$ cat src/hdl/ptrs_pkg.sv
// ----------------------------------------------------------------------------
// ptrs_pkg
// Shared types and constants of the periodic task release scheduler.
// ----------------------------------------------------------------------------
`timescale 1ns / 1ps
`default_nettype none

package ptrs_pkg;

  localparam int DEF_TASK_SLOTS   = 8;
  localparam int DEF_PENDING_BITS = 8;

  localparam int INDEX_W    = 8;
  localparam int PERIOD_W   = 16;
  localparam int TICK_W     = 32;
  localparam int SLOT_OUT_W = 3;

  typedef enum logic [1:0] {
    MODE_TICK     = 2'd0,
    MODE_TRIGGER  = 2'd1,
    MODE_DISPATCH = 2'd2,
    MODE_REGISTER = 2'd3
  } mode_t;

  typedef enum logic [1:0] {
    ST_IDLE,
    ST_SWEEP,
    ST_TRIG
  } seq_state_t;

endpackage

`default_nettype wire

$ cat src/hdl/ptrs_mem.sv
// ----------------------------------------------------------------------------
// ptrs_mem
// Slot table: one write port and one read port with registered read data.
// ----------------------------------------------------------------------------
`timescale 1ns / 1ps
`default_nettype none

module ptrs_mem #(
  parameter int DEPTH  = 8,
  parameter int ADDR_W = 3,
  parameter int DATA_W = 40
) (
  input  wire logic              clk,
  input  wire logic              we,
  input  wire logic [ADDR_W-1:0] waddr,
  input  wire logic [DATA_W-1:0] wdata,
  input  wire logic              re,
  input  wire logic [ADDR_W-1:0] raddr,
  output logic      [DATA_W-1:0] rdata
);

  logic [DATA_W-1:0] mem [DEPTH];

  always_ff @(posedge clk) begin
    if (we) begin
      mem[waddr] <= wdata;
    end
  end

  always_ff @(posedge clk) begin
    if (re) begin
      rdata <= mem[raddr];
    end
  end

endmodule

`default_nettype wire

$ cat src/hdl/ptrs_seq.sv
// ----------------------------------------------------------------------------
// ptrs_seq
// Operation sequencer: write new slot table entries, and read, modify and write back existing ones.
// ----------------------------------------------------------------------------
`timescale 1ns / 1ps
`default_nettype none

module ptrs_seq
  import ptrs_pkg::*;
#(
  parameter int TASK_SLOTS   = DEF_TASK_SLOTS,
  parameter int PENDING_BITS = DEF_PENDING_BITS,
  parameter int SLOT_W       = $clog2(TASK_SLOTS),
  parameter int ENTRY_W      = 2 * PERIOD_W + PENDING_BITS
) (
  input  wire logic                  clk,
  input  wire logic                  rst,
  input  wire logic                  start,
  input  wire logic [1:0]            mode,
  input  wire logic [INDEX_W-1:0]    task_index,
  input  wire logic [PERIOD_W-1:0]   period,
  input  wire logic                  allow_accumulate,
  output logic                       busy,
  output logic                       done,
  output logic                       accepted,
  output logic                       dispatch_valid,
  output logic [SLOT_OUT_W-1:0]      dispatched_slot,
  output logic                       mem_we,
  output logic [SLOT_W-1:0]          mem_waddr,
  output logic [ENTRY_W-1:0]         mem_wdata,
  output logic                       mem_re,
  output logic [SLOT_W-1:0]          mem_raddr,
  input  wire logic [ENTRY_W-1:0]    mem_rdata
);

  localparam logic [SLOT_W-1:0]       LAST     = SLOT_W'(TASK_SLOTS - 1);
  localparam logic [PENDING_BITS-1:0] PEND_MAX = {PENDING_BITS{1'b1}};
  localparam logic [PENDING_BITS-1:0] PEND_ONE = PENDING_BITS'(1);
  localparam logic [INDEX_W-1:0]      SLOT_LIM = INDEX_W'(TASK_SLOTS);

  seq_state_t              state, state_next;
  logic                    sweep_disp, sweep_disp_next;
  logic [SLOT_W-1:0]       rd_cnt, rd_cnt_next;
  logic [SLOT_W-1:0]       pend_addr, pend_addr_next;
  logic                    accum, accum_next;
  logic [TASK_SLOTS-1:0]   slot_reg;
  logic                    reg_set;
  logic                    done_next, accepted_next, dispatch_valid_next;
  logic [SLOT_OUT_W-1:0]   dispatched_slot_next;

  logic [PERIOD_W-1:0]     r_per, r_cd;
  logic [PENDING_BITS-1:0] r_pend, pend_inc;
  logic                    idx_ok;
  logic [SLOT_W-1:0]       idx;

  assign r_per    = mem_rdata[ENTRY_W-1 -: PERIOD_W];
  assign r_cd     = mem_rdata[PENDING_BITS +: PERIOD_W];
  assign r_pend   = mem_rdata[PENDING_BITS-1:0];
  assign pend_inc = (r_pend == PEND_MAX) ? r_pend : r_pend + PEND_ONE;
  assign idx_ok   = task_index < SLOT_LIM;
  assign idx      = task_index[SLOT_W-1:0];
  assign busy     = (state != ST_IDLE);

  always_ff @(posedge clk) begin
    if (rst) begin
      state          <= ST_IDLE;
      slot_reg       <= '0;
      done           <= 1'b0;
      accepted       <= 1'b0;
      dispatch_valid <= 1'b0;
    end else begin
      state          <= state_next;
      done           <= done_next;
      accepted       <= accepted_next;
      dispatch_valid <= dispatch_valid_next;
      if (reg_set) begin
        slot_reg[idx] <= 1'b1;
      end
    end
  end

  always_ff @(posedge clk) begin
    sweep_disp      <= sweep_disp_next;
    rd_cnt          <= rd_cnt_next;
    pend_addr       <= pend_addr_next;
    accum           <= accum_next;
    dispatched_slot <= dispatched_slot_next;
  end

  always_comb begin
    state_next           = state;
    sweep_disp_next      = sweep_disp;
    rd_cnt_next          = rd_cnt;
    pend_addr_next       = pend_addr;
    accum_next           = accum;
    reg_set              = 1'b0;
    done_next            = 1'b0;
    accepted_next        = 1'b0;
    dispatch_valid_next  = 1'b0;
    dispatched_slot_next = '0;
    mem_we               = 1'b0;
    mem_waddr            = pend_addr;
    mem_wdata            = mem_rdata;
    mem_re               = 1'b0;
    mem_raddr            = rd_cnt;

    unique case (state)
      ST_IDLE: begin
        if (start) begin
          unique case (mode_t'(mode))
            MODE_TICK, MODE_DISPATCH: begin
              // Slot 0 is read now; the sweep then runs one slot a cycle.
              mem_re          = 1'b1;
              mem_raddr       = '0;
              pend_addr_next  = '0;
              rd_cnt_next     = SLOT_W'(1);
              sweep_disp_next = (mode_t'(mode) == MODE_DISPATCH);
              state_next      = ST_SWEEP;
            end
            MODE_TRIGGER: begin
              if (idx_ok && slot_reg[idx]) begin
                mem_re         = 1'b1;
                mem_raddr      = idx;
                pend_addr_next = idx;
                accum_next     = allow_accumulate;
                state_next     = ST_TRIG;
              end else begin
                done_next = 1'b1;
              end
            end
            MODE_REGISTER: begin
              done_next = 1'b1;
              if (idx_ok) begin
                mem_we        = 1'b1;
                mem_waddr     = idx;
                mem_wdata     = {period, period, {PENDING_BITS{1'b0}}};
                reg_set       = 1'b1;
                accepted_next = 1'b1;
              end
            end
          endcase
        end
      end

      ST_SWEEP: begin
        mem_re         = (rd_cnt <= LAST);
        pend_addr_next = rd_cnt;
        rd_cnt_next    = rd_cnt + SLOT_W'(1);
        if (!sweep_disp) begin
          if (slot_reg[pend_addr] && r_cd != '0) begin
            mem_we = 1'b1;
            if (r_cd == PERIOD_W'(1)) begin
              mem_wdata = {r_per, r_per, pend_inc};
            end else begin
              mem_wdata = {r_per, r_cd - PERIOD_W'(1), r_pend};
            end
          end
          if (pend_addr == LAST) begin
            done_next  = 1'b1;
            state_next = ST_IDLE;
          end
        end else begin
          if (slot_reg[pend_addr] && r_pend != '0) begin
            mem_we               = 1'b1;
            mem_wdata            = {r_per, r_cd, r_pend - PEND_ONE};
            done_next            = 1'b1;
            dispatch_valid_next  = 1'b1;
            dispatched_slot_next = SLOT_OUT_W'(pend_addr);
            state_next           = ST_IDLE;
          end else if (pend_addr == LAST) begin
            done_next  = 1'b1;
            state_next = ST_IDLE;
          end
        end
      end

      ST_TRIG: begin
        mem_we        = 1'b1;
        mem_wdata     = {r_per, r_cd, accum ? pend_inc : PEND_ONE};
        accepted_next = 1'b1;
        done_next     = 1'b1;
        state_next    = ST_IDLE;
      end

      default: begin
        state_next = ST_IDLE;
      end
    endcase
  end

endmodule

`default_nettype wire

$ cat src/hdl/periodic_task_release_scheduler_top.sv
// ----------------------------------------------------------------------------
// periodic_task_release_scheduler_top
// Periodic task release table with a fixed-priority dispatcher.
// ----------------------------------------------------------------------------
// Usage. A command word (mode, task_index, period, allow_accumulate) is taken
// at a rising edge where start is high and busy is low. Every command gives
// exactly one result word on accepted, dispatch_valid, dispatched_slot and
// tick_count, shown for one cycle while done is high. The receiver cannot
// hold results off, so none is ever queued.
// Path from the accepting edge to the done cycle:
//   register, or any rejected command: the idle state alone,
//   trigger of a registered slot:      the idle and trigger states,
//   tick:                              a sweep of every slot,
//   dispatch:                          a sweep up to the first pending slot.
// The slot table lives in one memory with a single read and a single write
// port; tick and dispatch walk it one slot a cycle, reading slot n while
// slot n-1 is written back, so the walk sets the rate of those commands.
// busy is low again in the done cycle, so a new command may be taken at the
// edge that ends it.
// Reset clears the tick counter, the sequencer and the per-slot registered
// flags at once; table entries of unregistered slots are never consulted,
// so no clearing pass is needed and a command may be given right after reset.
// ----------------------------------------------------------------------------
`timescale 1ns / 1ps
`default_nettype none

module periodic_task_release_scheduler_top
  import ptrs_pkg::*;
#(
  parameter int TASK_SLOTS   = DEF_TASK_SLOTS,
  parameter int PENDING_BITS = DEF_PENDING_BITS
) (
  input  wire logic                  clk,
  input  wire logic                  rst,
  input  wire logic                  start,
  output logic                       busy,
  input  wire logic [1:0]            mode,
  input  wire logic [INDEX_W-1:0]    task_index,
  input  wire logic [PERIOD_W-1:0]   period,
  input  wire logic                  allow_accumulate,
  output logic                       done,
  output logic                       accepted,
  output logic                       dispatch_valid,
  output logic [SLOT_OUT_W-1:0]      dispatched_slot,
  output logic [TICK_W-1:0]          tick_count
);

  // Slot address width and one table entry: period, countdown, pending.
  localparam int SLOT_W  = $clog2(TASK_SLOTS);
  localparam int ENTRY_W = 2 * PERIOD_W + PENDING_BITS;

  logic               mem_we, mem_re;
  logic [SLOT_W-1:0]  mem_waddr, mem_raddr;
  logic [ENTRY_W-1:0] mem_wdata, mem_rdata;

  // The global tick counter advances as a tick command is taken; it then
  // holds still until the next tick, so it already shows the new count when
  // the tick's result is strobed.
  always_ff @(posedge clk) begin
    if (rst) begin
      tick_count <= '0;
    end else if (start && !busy && mode_t'(mode) == MODE_TICK) begin
      tick_count <= tick_count + TICK_W'(1);
    end
  end

  ptrs_seq #(
    .TASK_SLOTS   (TASK_SLOTS),
    .PENDING_BITS (PENDING_BITS),
    .SLOT_W       (SLOT_W),
    .ENTRY_W      (ENTRY_W)
  ) u_seq (
    .clk              (clk),
    .rst              (rst),
    .start            (start),
    .mode             (mode),
    .task_index       (task_index),
    .period           (period),
    .allow_accumulate (allow_accumulate),
    .busy             (busy),
    .done             (done),
    .accepted         (accepted),
    .dispatch_valid   (dispatch_valid),
    .dispatched_slot  (dispatched_slot),
    .mem_we           (mem_we),
    .mem_waddr        (mem_waddr),
    .mem_wdata        (mem_wdata),
    .mem_re           (mem_re),
    .mem_raddr        (mem_raddr),
    .mem_rdata        (mem_rdata)
  );

  ptrs_mem #(
    .DEPTH  (TASK_SLOTS),
    .ADDR_W (SLOT_W),
    .DATA_W (ENTRY_W)
  ) u_mem (
    .clk   (clk),
    .we    (mem_we),
    .waddr (mem_waddr),
    .wdata (mem_wdata),
    .re    (mem_re),
    .raddr (mem_raddr),
    .rdata (mem_rdata)
  );

endmodule

`default_nettype wire

$ cat config.mk
export PLATFORM = sky130hd
export DESIGN_NAME = periodic_task_release_scheduler_top
export DESIGN_NICKNAME = d
export VERILOG_FILES = /design/src/hdl/ptrs_pkg.sv /design/src/hdl/ptrs_mem.sv /design/src/hdl/ptrs_seq.sv /design/src/hdl/periodic_task_release_scheduler_top.sv
export SDC_FILE = /design/constraint.sdc
export NUM_CORES = 1
export LEC_CHECK = 0
export BUFFER_PORTS_ARGS = -buffer_cell sky130_fd_sc_hd__buf_2
export CELL_PAD_IN_SITES_DETAIL_PLACEMENT = 1
export CELL_PAD_IN_SITES_GLOBAL_PLACEMENT = 1
export CORE_AREA = 4 4 277 279
export CTS_CLUSTER_SIZE = 12
export DETAILED_ROUTE_END_ITERATION = 16
export DIE_AREA = 0 0 281 283
export GPL_TIMING_DRIVEN = 0
export PLACE_DENSITY = 0.48
export SYNTH_ARGS = -nofsm -noshare
export SYNTH_HDL_FRONTEND = slang
export SYNTH_HIERARCHICAL = 1
export SYNTH_SLANG_ARGS = --single-unit
$ cat constraint.sdc
create_clock -name clk -period 8.7 [get_ports clk]
set_input_delay 2.61 -clock clk [delete_from_list [all_inputs] [get_ports clk]]
set_output_delay 2.61 -clock clk [all_outputs]
set_load 0.03 [all_outputs]
# After elaboration in Yosys (flattened, before gate mapping)
# Memory sizes are Yosys's and may differ from the RTL's. A register that Yosys moved wholly into a read port is not among the register bits.
# Cells that the tools add are included.
# word_totals
mem_bits_ro	0
wordCells	118
out_inout_bits	39
ram_bits	320
input_bits	30
ff_bits	56
latchBits	0
mem_count	1
# op_classes
mux	60
bitwise	3
n_div	0
eq_ne	12
mul	0
n_lt_le_gt_ge	5
n_shift	0
addsub	5
reduce_logical	21
# mem_list
memory	words	width	read_ports	rd_clocked_by_memory_dff	write_ports	line_no	source
u_mem.mem	8	40	1	1	1	ptrs_mem.sv:22	logic [DATA_W-1:0] mem [DEPTH];
# ops
operator	n
$mux W40	3
$pmux W40 S3	1
$mux W24	3
$mux W3	11
$add A32 B1 Y32 const B	1
$mux W8	3
$pmux W3 S2	4
$mux W1	19
$eq A16 B1 Y1 const B	1
$reduce_bool A16 Y1	1
$sub A16 B1 Y16 const B	1
$reduce_and A3 Y1	4
$mux W2	5
$add A8 B1 Y8 const B	1
$eq A8 B8 Y1 const B	1
$lt A3 B4 Y1 const B	2
$lt A8 B4 Y1 const B	1
$or A8 B8 Y8	1
$pmux W1 S2	4
$pmux W2 S2	2
$reduce_and A4 Y1	2
$reduce_bool A8 Y1	1
$sub A8 B1 Y8 const B	1
$bmux W1 S3	2
18 further kinds	31

# Depth between registers and ports, before layout
# Gate-level depths: netlist (run 1).
# depth
word_depth	8
depth_mapped	10
ltp_nobuf	9

# Hierarchy
# The synthesis (run 1) kept the hierarchy.
# by_module_without_submodules
mod	n_inst	cells_per_inst	seq_area_each_um2	area_each_um2
ptrs_mem	1	515	10810.4	13571.8
ptrs_seq	1	491	560.5	3273.1
periodic_task_release_scheduler_top	1	188	640.6	1579.0

# Worst setup path after synthesis (run 1)
# OpenSTA, ideal clock, no wires.
# synth_timing
path_type	input-to-reg
start	input port mode[0]
end	memory u_mem.mem[0][0] (enable)
path_stages	10
setup_ps	487
setup_slack_ps	1438
t_arrival_ps	6775
required_ps	8213
path_buffers	3
path_cell_list	buf_2 nor4bb_1 and2_1 buf_2 nand2_1 clkbuf_1 nand2_1 nand2_1 nand2b_1 nor3_1
# synth_between
elab_cells_between_ends	9
cone_classes	eq/ne: 1; mux: 8
# synth_lines
item	line_no	source
start: declaration	periodic_task_release_scheduler_top.sv:37	input wire logic [1:0] mode,
$eq A2 B2 Y1	ptrs_seq.sv:110	unique case (mode_t'(mode))
$mux W3	ptrs_seq.sv:110	
$mux W3	ptrs_seq.sv:109	if (start) begin
$mux W3	ptrs_seq.sv:107	unique case (state)
via mem_waddr[2]	periodic_task_release_scheduler_top.sv:53	logic [SLOT_W-1:0] mem_waddr, mem_raddr;
end: declaration	ptrs_mem.sv:22	
# The timed path passes the listed nets, and every way through them passes these cells.

# Final worst setup path (run 1)
# layout_timing
start	input port mode[0]
end	memory u_mem.mem[4][10] (enable)
# Same word-level chain as after synthesis.

==> out/metrics.yaml, run 1 <==
worstSetupEndpointType: "register"
synth_cells: 1194
avgSynthCellArea_um2: 15.4
crit_chain: "buf_2, buf_2, nor4bb_1, nand2_1, nor2_1, clkbuf_1, nand2_1, nand2_1, nand2_1, nor3_2, buf_6, buf_6"
hpwl_um: 38700
cts_tree: "done"
cts-root-buf: "clkbuf_16"
r2r_slack_ns: 4.18
grt_pass1_vias: 11700
power_frac_clock: 0.424
clock_path_buffers: 3
hp-start: "tick_count[29]"
die_area_um2: 79500
yosys_most_used_dff: "edfxtp_1"
synth_area_um2: 18400
crit_required_ns: 8.98
syn2layout_area_growth_pct: 19.2
reg_top3: "u_mem/mem x320, u_mem/rdata x40, tick_count x32"
grt_usage: 0.137
reg2reg_to: "u_mem/mem[0][16]"
swShare: 0.237
die_x_um: 281
period_share: 0.766
row_count: 100
design_area_um2: 22000
place_congestion: 0.833
first_iter_violations: 934
ant_nets: 0
syn_nets: 1231
critical_path_class: "input pin to register"
cp_max_fo: 10
pre_cts_ws_ns: 1.42
fin_ws_ns: 2.04
io_pins: 69
slew_viol_final: 0
drcViolationCount: 0
ys_warn_count: 6
whs_ns: 0.503
seqPwrFrac: 0.497
clock_skew_ns: 0.0368
postSynthRegisterBits: 416
drtPass1Iterations: 5
largest_reg_flops: 320
p_int_mw: 3.49
num_vias: 11500
leakage_nw: 7.19
reg2reg_depth: 12
p_comb_frac: 0.080
gr-total-overflow: 0
cpMostUsedCell: "nand2_1"
antenna_cells: 0
setup_viol_count_final: 0
reg2reg_from: "u_seq/pend_addr[0]"
post_cts_buffers: 0
rsz0062_at_grt: "false"
power_density_nw_per_um2: 208
drive_gt1_frac: 0.179
hold_class: "register to register"
antenna_found_initial: 1
detail_route.wl_per_cell_um: 23.8
grt_pass1_wl_um: 81900
ys_types: 73
ir_drop_mv: 0.178
hold_viol_final: 0
cts_htree_levels: 2
placed_area_um2: 20500
ctsHoldBuffers: 0
max_freq_mhz: 150
numCtsBuffers: 47
viasPerCell: 4.91
core_um2: 74200
post_cts_resized: 0
hold_depth: 2
relSlewSlack: 0.150
clock_latency_ns: 0.60
crit_arrival_ns: 6.94
final_util: 0.296
placedCellCount: 2256
status: "complete, no violations"
fin_crit_ns: 6.66
hold_end: "tick_count[29]"
synth.yosys.seq_area_share: 0.652
synthArstFlopShare: 0
cp_slowest_stage_delay_ns: 0.77
fin_cells: 2340
fin_nets: 1373
dieHeight_um: 283
finalWirelength_um: 55700
clkSlewWorstSetupHoldPaths_ns: 0.06
cp-start-kind: "input pin"
synth_edf_count: 368
crit_start: "mode[0]"
tightest_slew_ns: 1.26
critPathSlowestCell: "nor2_1"
numClockSinks: 416
largest_register: "u_mem/mem"
switchingPower_mw: 1.08
fill_cells: 7838
io_buffers: 68
maxCapViolations: 0
start_util: 0.248
grt_max_degree: 24
## Yosys cell counts, drive strengths merged, types with 4 or more instances
library cell    n  share of area
a31oi          11         0.0037
mux4           81           0.12
buf            22          0.010
mux2i          13         0.0071
nor4b           5         0.0024
nor3b           5         0.0020
o22ai           4         0.0014
or3             7         0.0024
or2             4         0.0014
mux2           45          0.028
o31ai          10         0.0041
xnor2           8         0.0038
o311ai          6         0.0029
a21o            4         0.0016
dfxtp          48          0.052
nand4b          5         0.0024
nor2b          11         0.0037
nor4           16         0.0081
edfxtp        368           0.60
clkbuf         46         0.0094
nor3           21         0.0057
nor2           72          0.015
nand3          28         0.0076
o21ai          30         0.0081
o211ai         10         0.0041
nand2b          5         0.0017
a22oi           9         0.0037
a22o            5         0.0024
nand2         115          0.023
nand4          16         0.0054
and4            6         0.0029
ha              7         0.0048
a21oi          54          0.015
inv            20         0.0041
and3            8         0.0028
xor2            5         0.0024
or4            18         0.0077
## worst max-delay path by stage
| stage | endpoint | slack [ns] | cells past startpoint |
|---|---|---|---|
| final | u_mem/mem[4][10] | 2.04 | 12 |
| after global routing | u_mem/mem[4][10] | 1.75 | 12 |
| after CTS | u_mem/mem[4][10] | 2.03 | 12 |
| after detailed placement | u_mem/mem[4][10] | 1.42 | 12 |
| after global placement | u_mem/mem[4][33] | -4.45 | 10 |
| after floorplan | u_mem/mem[0][0] | 1.44 | 10 |
## power by group through the flow
stage	Clock [mW]	Sequential (mW)	Combinational [mW]
floorplan	0	2.30	0.236
global placement	0	2.32	0.357
detailed placement	0	2.32	0.370
CTS	2.01	2.27	0.371
global route	2.09	2.28	0.398
finish	1.94	2.27	0.365
## layout by cell type (no fill, tap or decap), types with 6 or more instances in the layout
cell	n
clkbuf_16	47
buf_6	24
nor2_1	65
o21ai_0	30
xnor2_1	8
edfxtp_1	368
buf_16	6
or4_1	16
nand3_1	28
nor4_1	11
nor3_1	19
and4_1	6
or3_1	7
a21oi_1	54
nand2_1	115
buf_2	75
mux4_1	80
mux2_2	45
nor2b_1	11
dfxtp_1	48
buf_12	7
o31ai_1	10
and3_1	7
a31oi_1	11
clkinv_1	16
a22oi_1	9
nand4_1	16
clkbuf_1	56
mux2i_1	13
o211ai_1	10
inv_1	20
nor2_4	6
ha_1	7
## cell type report
cell class / count / area (um2) / share of cell area
Buffer: 68 / 364 / 0.0166
Clock buffer: 57 / 1210 / 0.0552
Clock inverter: 27 / 287 / 0.0130
Inverter: 21 / 78.8 / 0.00359
Multi-Input combinational cell: 689 / 6030 / 0.274
Sequential cell: 416 / 12000 / 0.547
Tap cell: 969 / 1210 / 0.0552
Timing Repair Buffer: 93 / 774 / 0.0353
## per-stage QoR
stage | TNS [ns] | power, mW
2_1_floorplan | 0 | 2.53
3_3_place_gp | -743.52 | 2.67
3_5_place_dp | 0 | 2.69
4_1_cts | 0 | 4.65
5_1_grt | 0 | 4.77
6_report | 0 | 4.58
## layer usage
| metal | routed length, um | track usage | vias to the layer above |
|---|---|---|---|
| li1 | - | - | 5121 |
| met1 | 26900 | 0.199 | 6039 |
| met2 | 25600 | 0.217 | 261 |
| met3 | 2430 | 0.0221 | 67 |
| met4 | 831 | 0.0267 | 0 |
| met5 | 0 | 0 | - |
## worst max-delay path, delay by kind of cell
kind | cells | cell delay (ns)
and+or+nand+nor | 7 | 2.87
buffers and inverters | 5 | 1.44
## cell families (layout without fill, tap and decap cells)
family	after synthesis	count (layout)	share of synthesized area
mux	139	139	0.150
fa+ha+maj	7	7	0.00475
buf+inv	89	266	0.0240
flops	416	416	0.652
xor+xnor	13	13	0.00618
simple gates	352	352	0.0990
compound gates	178	178	0.0642
(Power assumes the default switching activity.)
==> run 2, diff against run 1 <==
--- a/config.mk
+++ b/config.mk
@@ -13,7 +13,7 @@
 export DETAILED_ROUTE_END_ITERATION = 16
 export DIE_AREA = 0 0 281 283
 export GPL_TIMING_DRIVEN = 0
-export PLACE_DENSITY = 0.48
+export PLACE_DENSITY = 0.49
 export SYNTH_ARGS = -nofsm -noshare
 export SYNTH_HDL_FRONTEND = slang
 export SYNTH_HIERARCHICAL = 1
==> constraint.sdc (replaced) <==
create_clock -name clk -period 6 [get_ports clk]
set_input_delay 1.8 -clock clk [delete_from_list [all_inputs] [get_ports clk]]
set_output_delay 1.8 -clock clk [all_outputs]
set_load 0.03 [all_outputs]
==> run 2 against run 1 <==
Against the previous run:
- via count is 0.15% higher
- die area unchanged
- global-route usage up 0.10 points
- combinational power is 47% higher
- non-clock buffer count shrank 5
- largest cell class unchanged
==> out/metrics.yaml, run 2 (synthesized netlist as in run 1, its figures left out) <==
first_iter_violations: 741  # -21%
p_int_mw: 5.03  # +44%
cts_tree: "done"
start_util: 0.248  # unchanged
drtPass1Iterations: 5  # unchanged
crit_cells: 10  # -2
rsz0062_at_grt: "false"
crit_family: "simple AND/OR/NAND/NOR gates"
clock_latency_ns: 0.60  # about the same
crit_arrival_ns: 5.83  # -1.11 ns
cp-start-kind: "input pin"
clock_path_buffers: 3  # unchanged
hpwl_um: 38500  # -0.48%
max_freq_mhz: 180
viasPerCell: 4.94  # +0.58%
clkSlewWorstSetupHoldPaths_ns: 0.06  # about the same
crit_chain: "buf_2, nor4b_1, nand2_1, nor2_2, clkbuf_1, nand2_1, nand2_1, nand2b_1, nor2_4, buf_16"
slew_viol_final: 0  # unchanged
status: "complete, no violations"
tightest_slew_ns: 1.33  # +0.0695 ns
fin_crit_ns: 5.56
design_area_um2: 22000  # about the same
reg2reg_depth: 10  # -2
numClockSinks: 416  # unchanged
worstSetupEndpointType: "register"
r2r_slack_ns: 1.79  # -2.39 ns
crit_required_ns: 6.28  # -2.70 ns
reg2reg_to: "u_mem/mem[1][5]"
setup_viol_count_final: 0  # unchanged
grt_pass1_vias: 11900  # +1.8%
io_pins: 69  # unchanged
cp_slowest_stage_delay_ns: 0.72  # -0.05 ns
syn2layout_area_growth_pct: 19.3  # about the same
period_share: 0.926
critPathSlowestCell: "clkbuf_1"
drcViolationCount: 0  # unchanged
row_count: 100  # unchanged
switchingPower_mw: 1.56  # +44%
power_frac_clock: 0.419  # -0.005
reg_top3: "u_mem/mem x320, u_mem/rdata x40, tick_count x32"
die_area_um2: 79500  # unchanged
largest_register: "u_mem/mem"
ant_nets: 0  # unchanged
cts_htree_levels: 2  # unchanged
final_util: 0.296  # about the same
hold_viol_final: 0  # unchanged
cpMostUsedCell: "nand2_1"
grt_usage: 0.138  # +0.00103
reg2reg_from: "u_seq/pend_addr[0]"
cp_max_fo: 15  # +5
fin_nets: 1367  # -0.44%
pre_cts_ws_ns: -0.471  # -1.89 ns
swShare: 0.237  # about the same
critical_path_buf_inv_count: 3  # -2
seqPwrFrac: 0.500  # +0.003
cp-endpoint: "u_mem/mem[1][5]"
placedCellCount: 2251  # -0.22%
p_comb_frac: 0.081  # about the same
fin_ws_ns: 0.442  # -1.59 ns
antenna_found_initial: 0  # -1
grt_max_degree: 25  # +4.2%
crit_start: "mode[1]"
detail_route.wl_per_cell_um: 23.9  # +0.46%
ir_drop_mv: 0.223  # +25%
antenna_cells: 0  # unchanged
clock_skew_ns: 0.0296  # -0.00721 ns
io_buffers: 68  # unchanged
num_vias: 11500  # +0.15%
largest_reg_flops: 320  # unchanged
dieHeight_um: 283  # unchanged
whs_ns: 0.505  # +0.00211 ns
tns_ns: 0  # unchanged
numCtsBuffers: 46  # -2.1%
cts-root-buf: "clkbuf_16"
grt_pass1_wl_um: 81800  # about the same
ctsHoldBuffers: 0  # unchanged
layout_common_cells: "368 x edfxtp_1, 115 x nand2_1, 80 x mux4_1, 75 x buf_2, 64 x nor2_1"
hold_class: "register to register"
die_x_um: 281  # unchanged
fin_cells: 2330  # -0.43%
p_total_mw: 6.59  # +44%
final_common_cell: "edfxtp_1"
core_um2: 74200  # unchanged
critical_path_class: "input pin to register"
drive_gt1_frac: 0.179  # +0.000578
relSlewSlack: 0.104  # -0.0468
power_density_nw_per_um2: 300  # +44%
gr-total-overflow: 0  # unchanged
placed_area_um2: 20500  # +0.28%
place_congestion: 0.812  # -2.5%
hp-start: "tick_count[29]"
finalWirelength_um: 55800  # about the same
leakage_nw: 7.19  # -0.11%
maxCapViolations: 0  # unchanged
[run 2: cell types whose count changed in the layout (fill, tap and decap cells not counted), moves of 2 or more]
cell / delta
buf_6: -11
clkinv_1: -9
buf_16: +7
clkinv_2: +4
buf_12: -2
nor3_4: +2
nor3_2: -2
[run 2: layout make-up]
type                    instances  area, um2
plain buffers                  68        364
clock buffers                  59       1230
repair buffers                 88        818
clock inverters                20        224
inverters                      21       78.8
well taps                     969       1210
flip-flops and latches        416      12000
multi-input cells             689       6040
fillers                      7829      52200
[run 2: layer usage]
metal	GRT usage	share of wire	vias to the layer above
met4	0.0347	0.020	0
met5	0	0	-
met2	0.216	0.45	271
met1	0.201	0.48	6045
met3	0.0216	0.047	73
li1	-	-	5116
[run 2: power by group through the flow]
stage	Clock [mW]	Sequential, mW	Combinational [mW]
after floorplan	0	3.33	0.342
after global placement	0	3.36	0.516
after detailed placement	0	3.35	0.542
after CTS	2.86	3.29	0.544
after global routing	2.99	3.29	0.582
final	2.76	3.29	0.535
[run 2: worst min-delay path by stage]
stage,endpoint,slack (ns),cells after the start
4_1_cts,tick_count[29],0.50,2
5_1_grt,tick_count[29],0.53,2
6_report,tick_count[29],0.51,2
3_5_place_dp,tick_count[29],0.49,2
2_1_floorplan,u_seq/slot_reg[6],0.45,2
3_3_place_gp,u_seq/slot_reg[5],0.48,2
[run 2: what timing repair did]
| action | in CTS | in global routing |
|---|---|---|
| buffers inserted | 0 | 0 |
| endpoints found under the setup margin | 0 | 48 |
| resized for setup | 0 | 1 |
[run 2: worst min-delay path: cells and delay by family, from the launching register on]
| family | cells | cell delay [ns] |
|---|---|---|
| DFF | 1 | 0.33 |
| AOI/OAI and AO/OA | 2 | 0.12 |
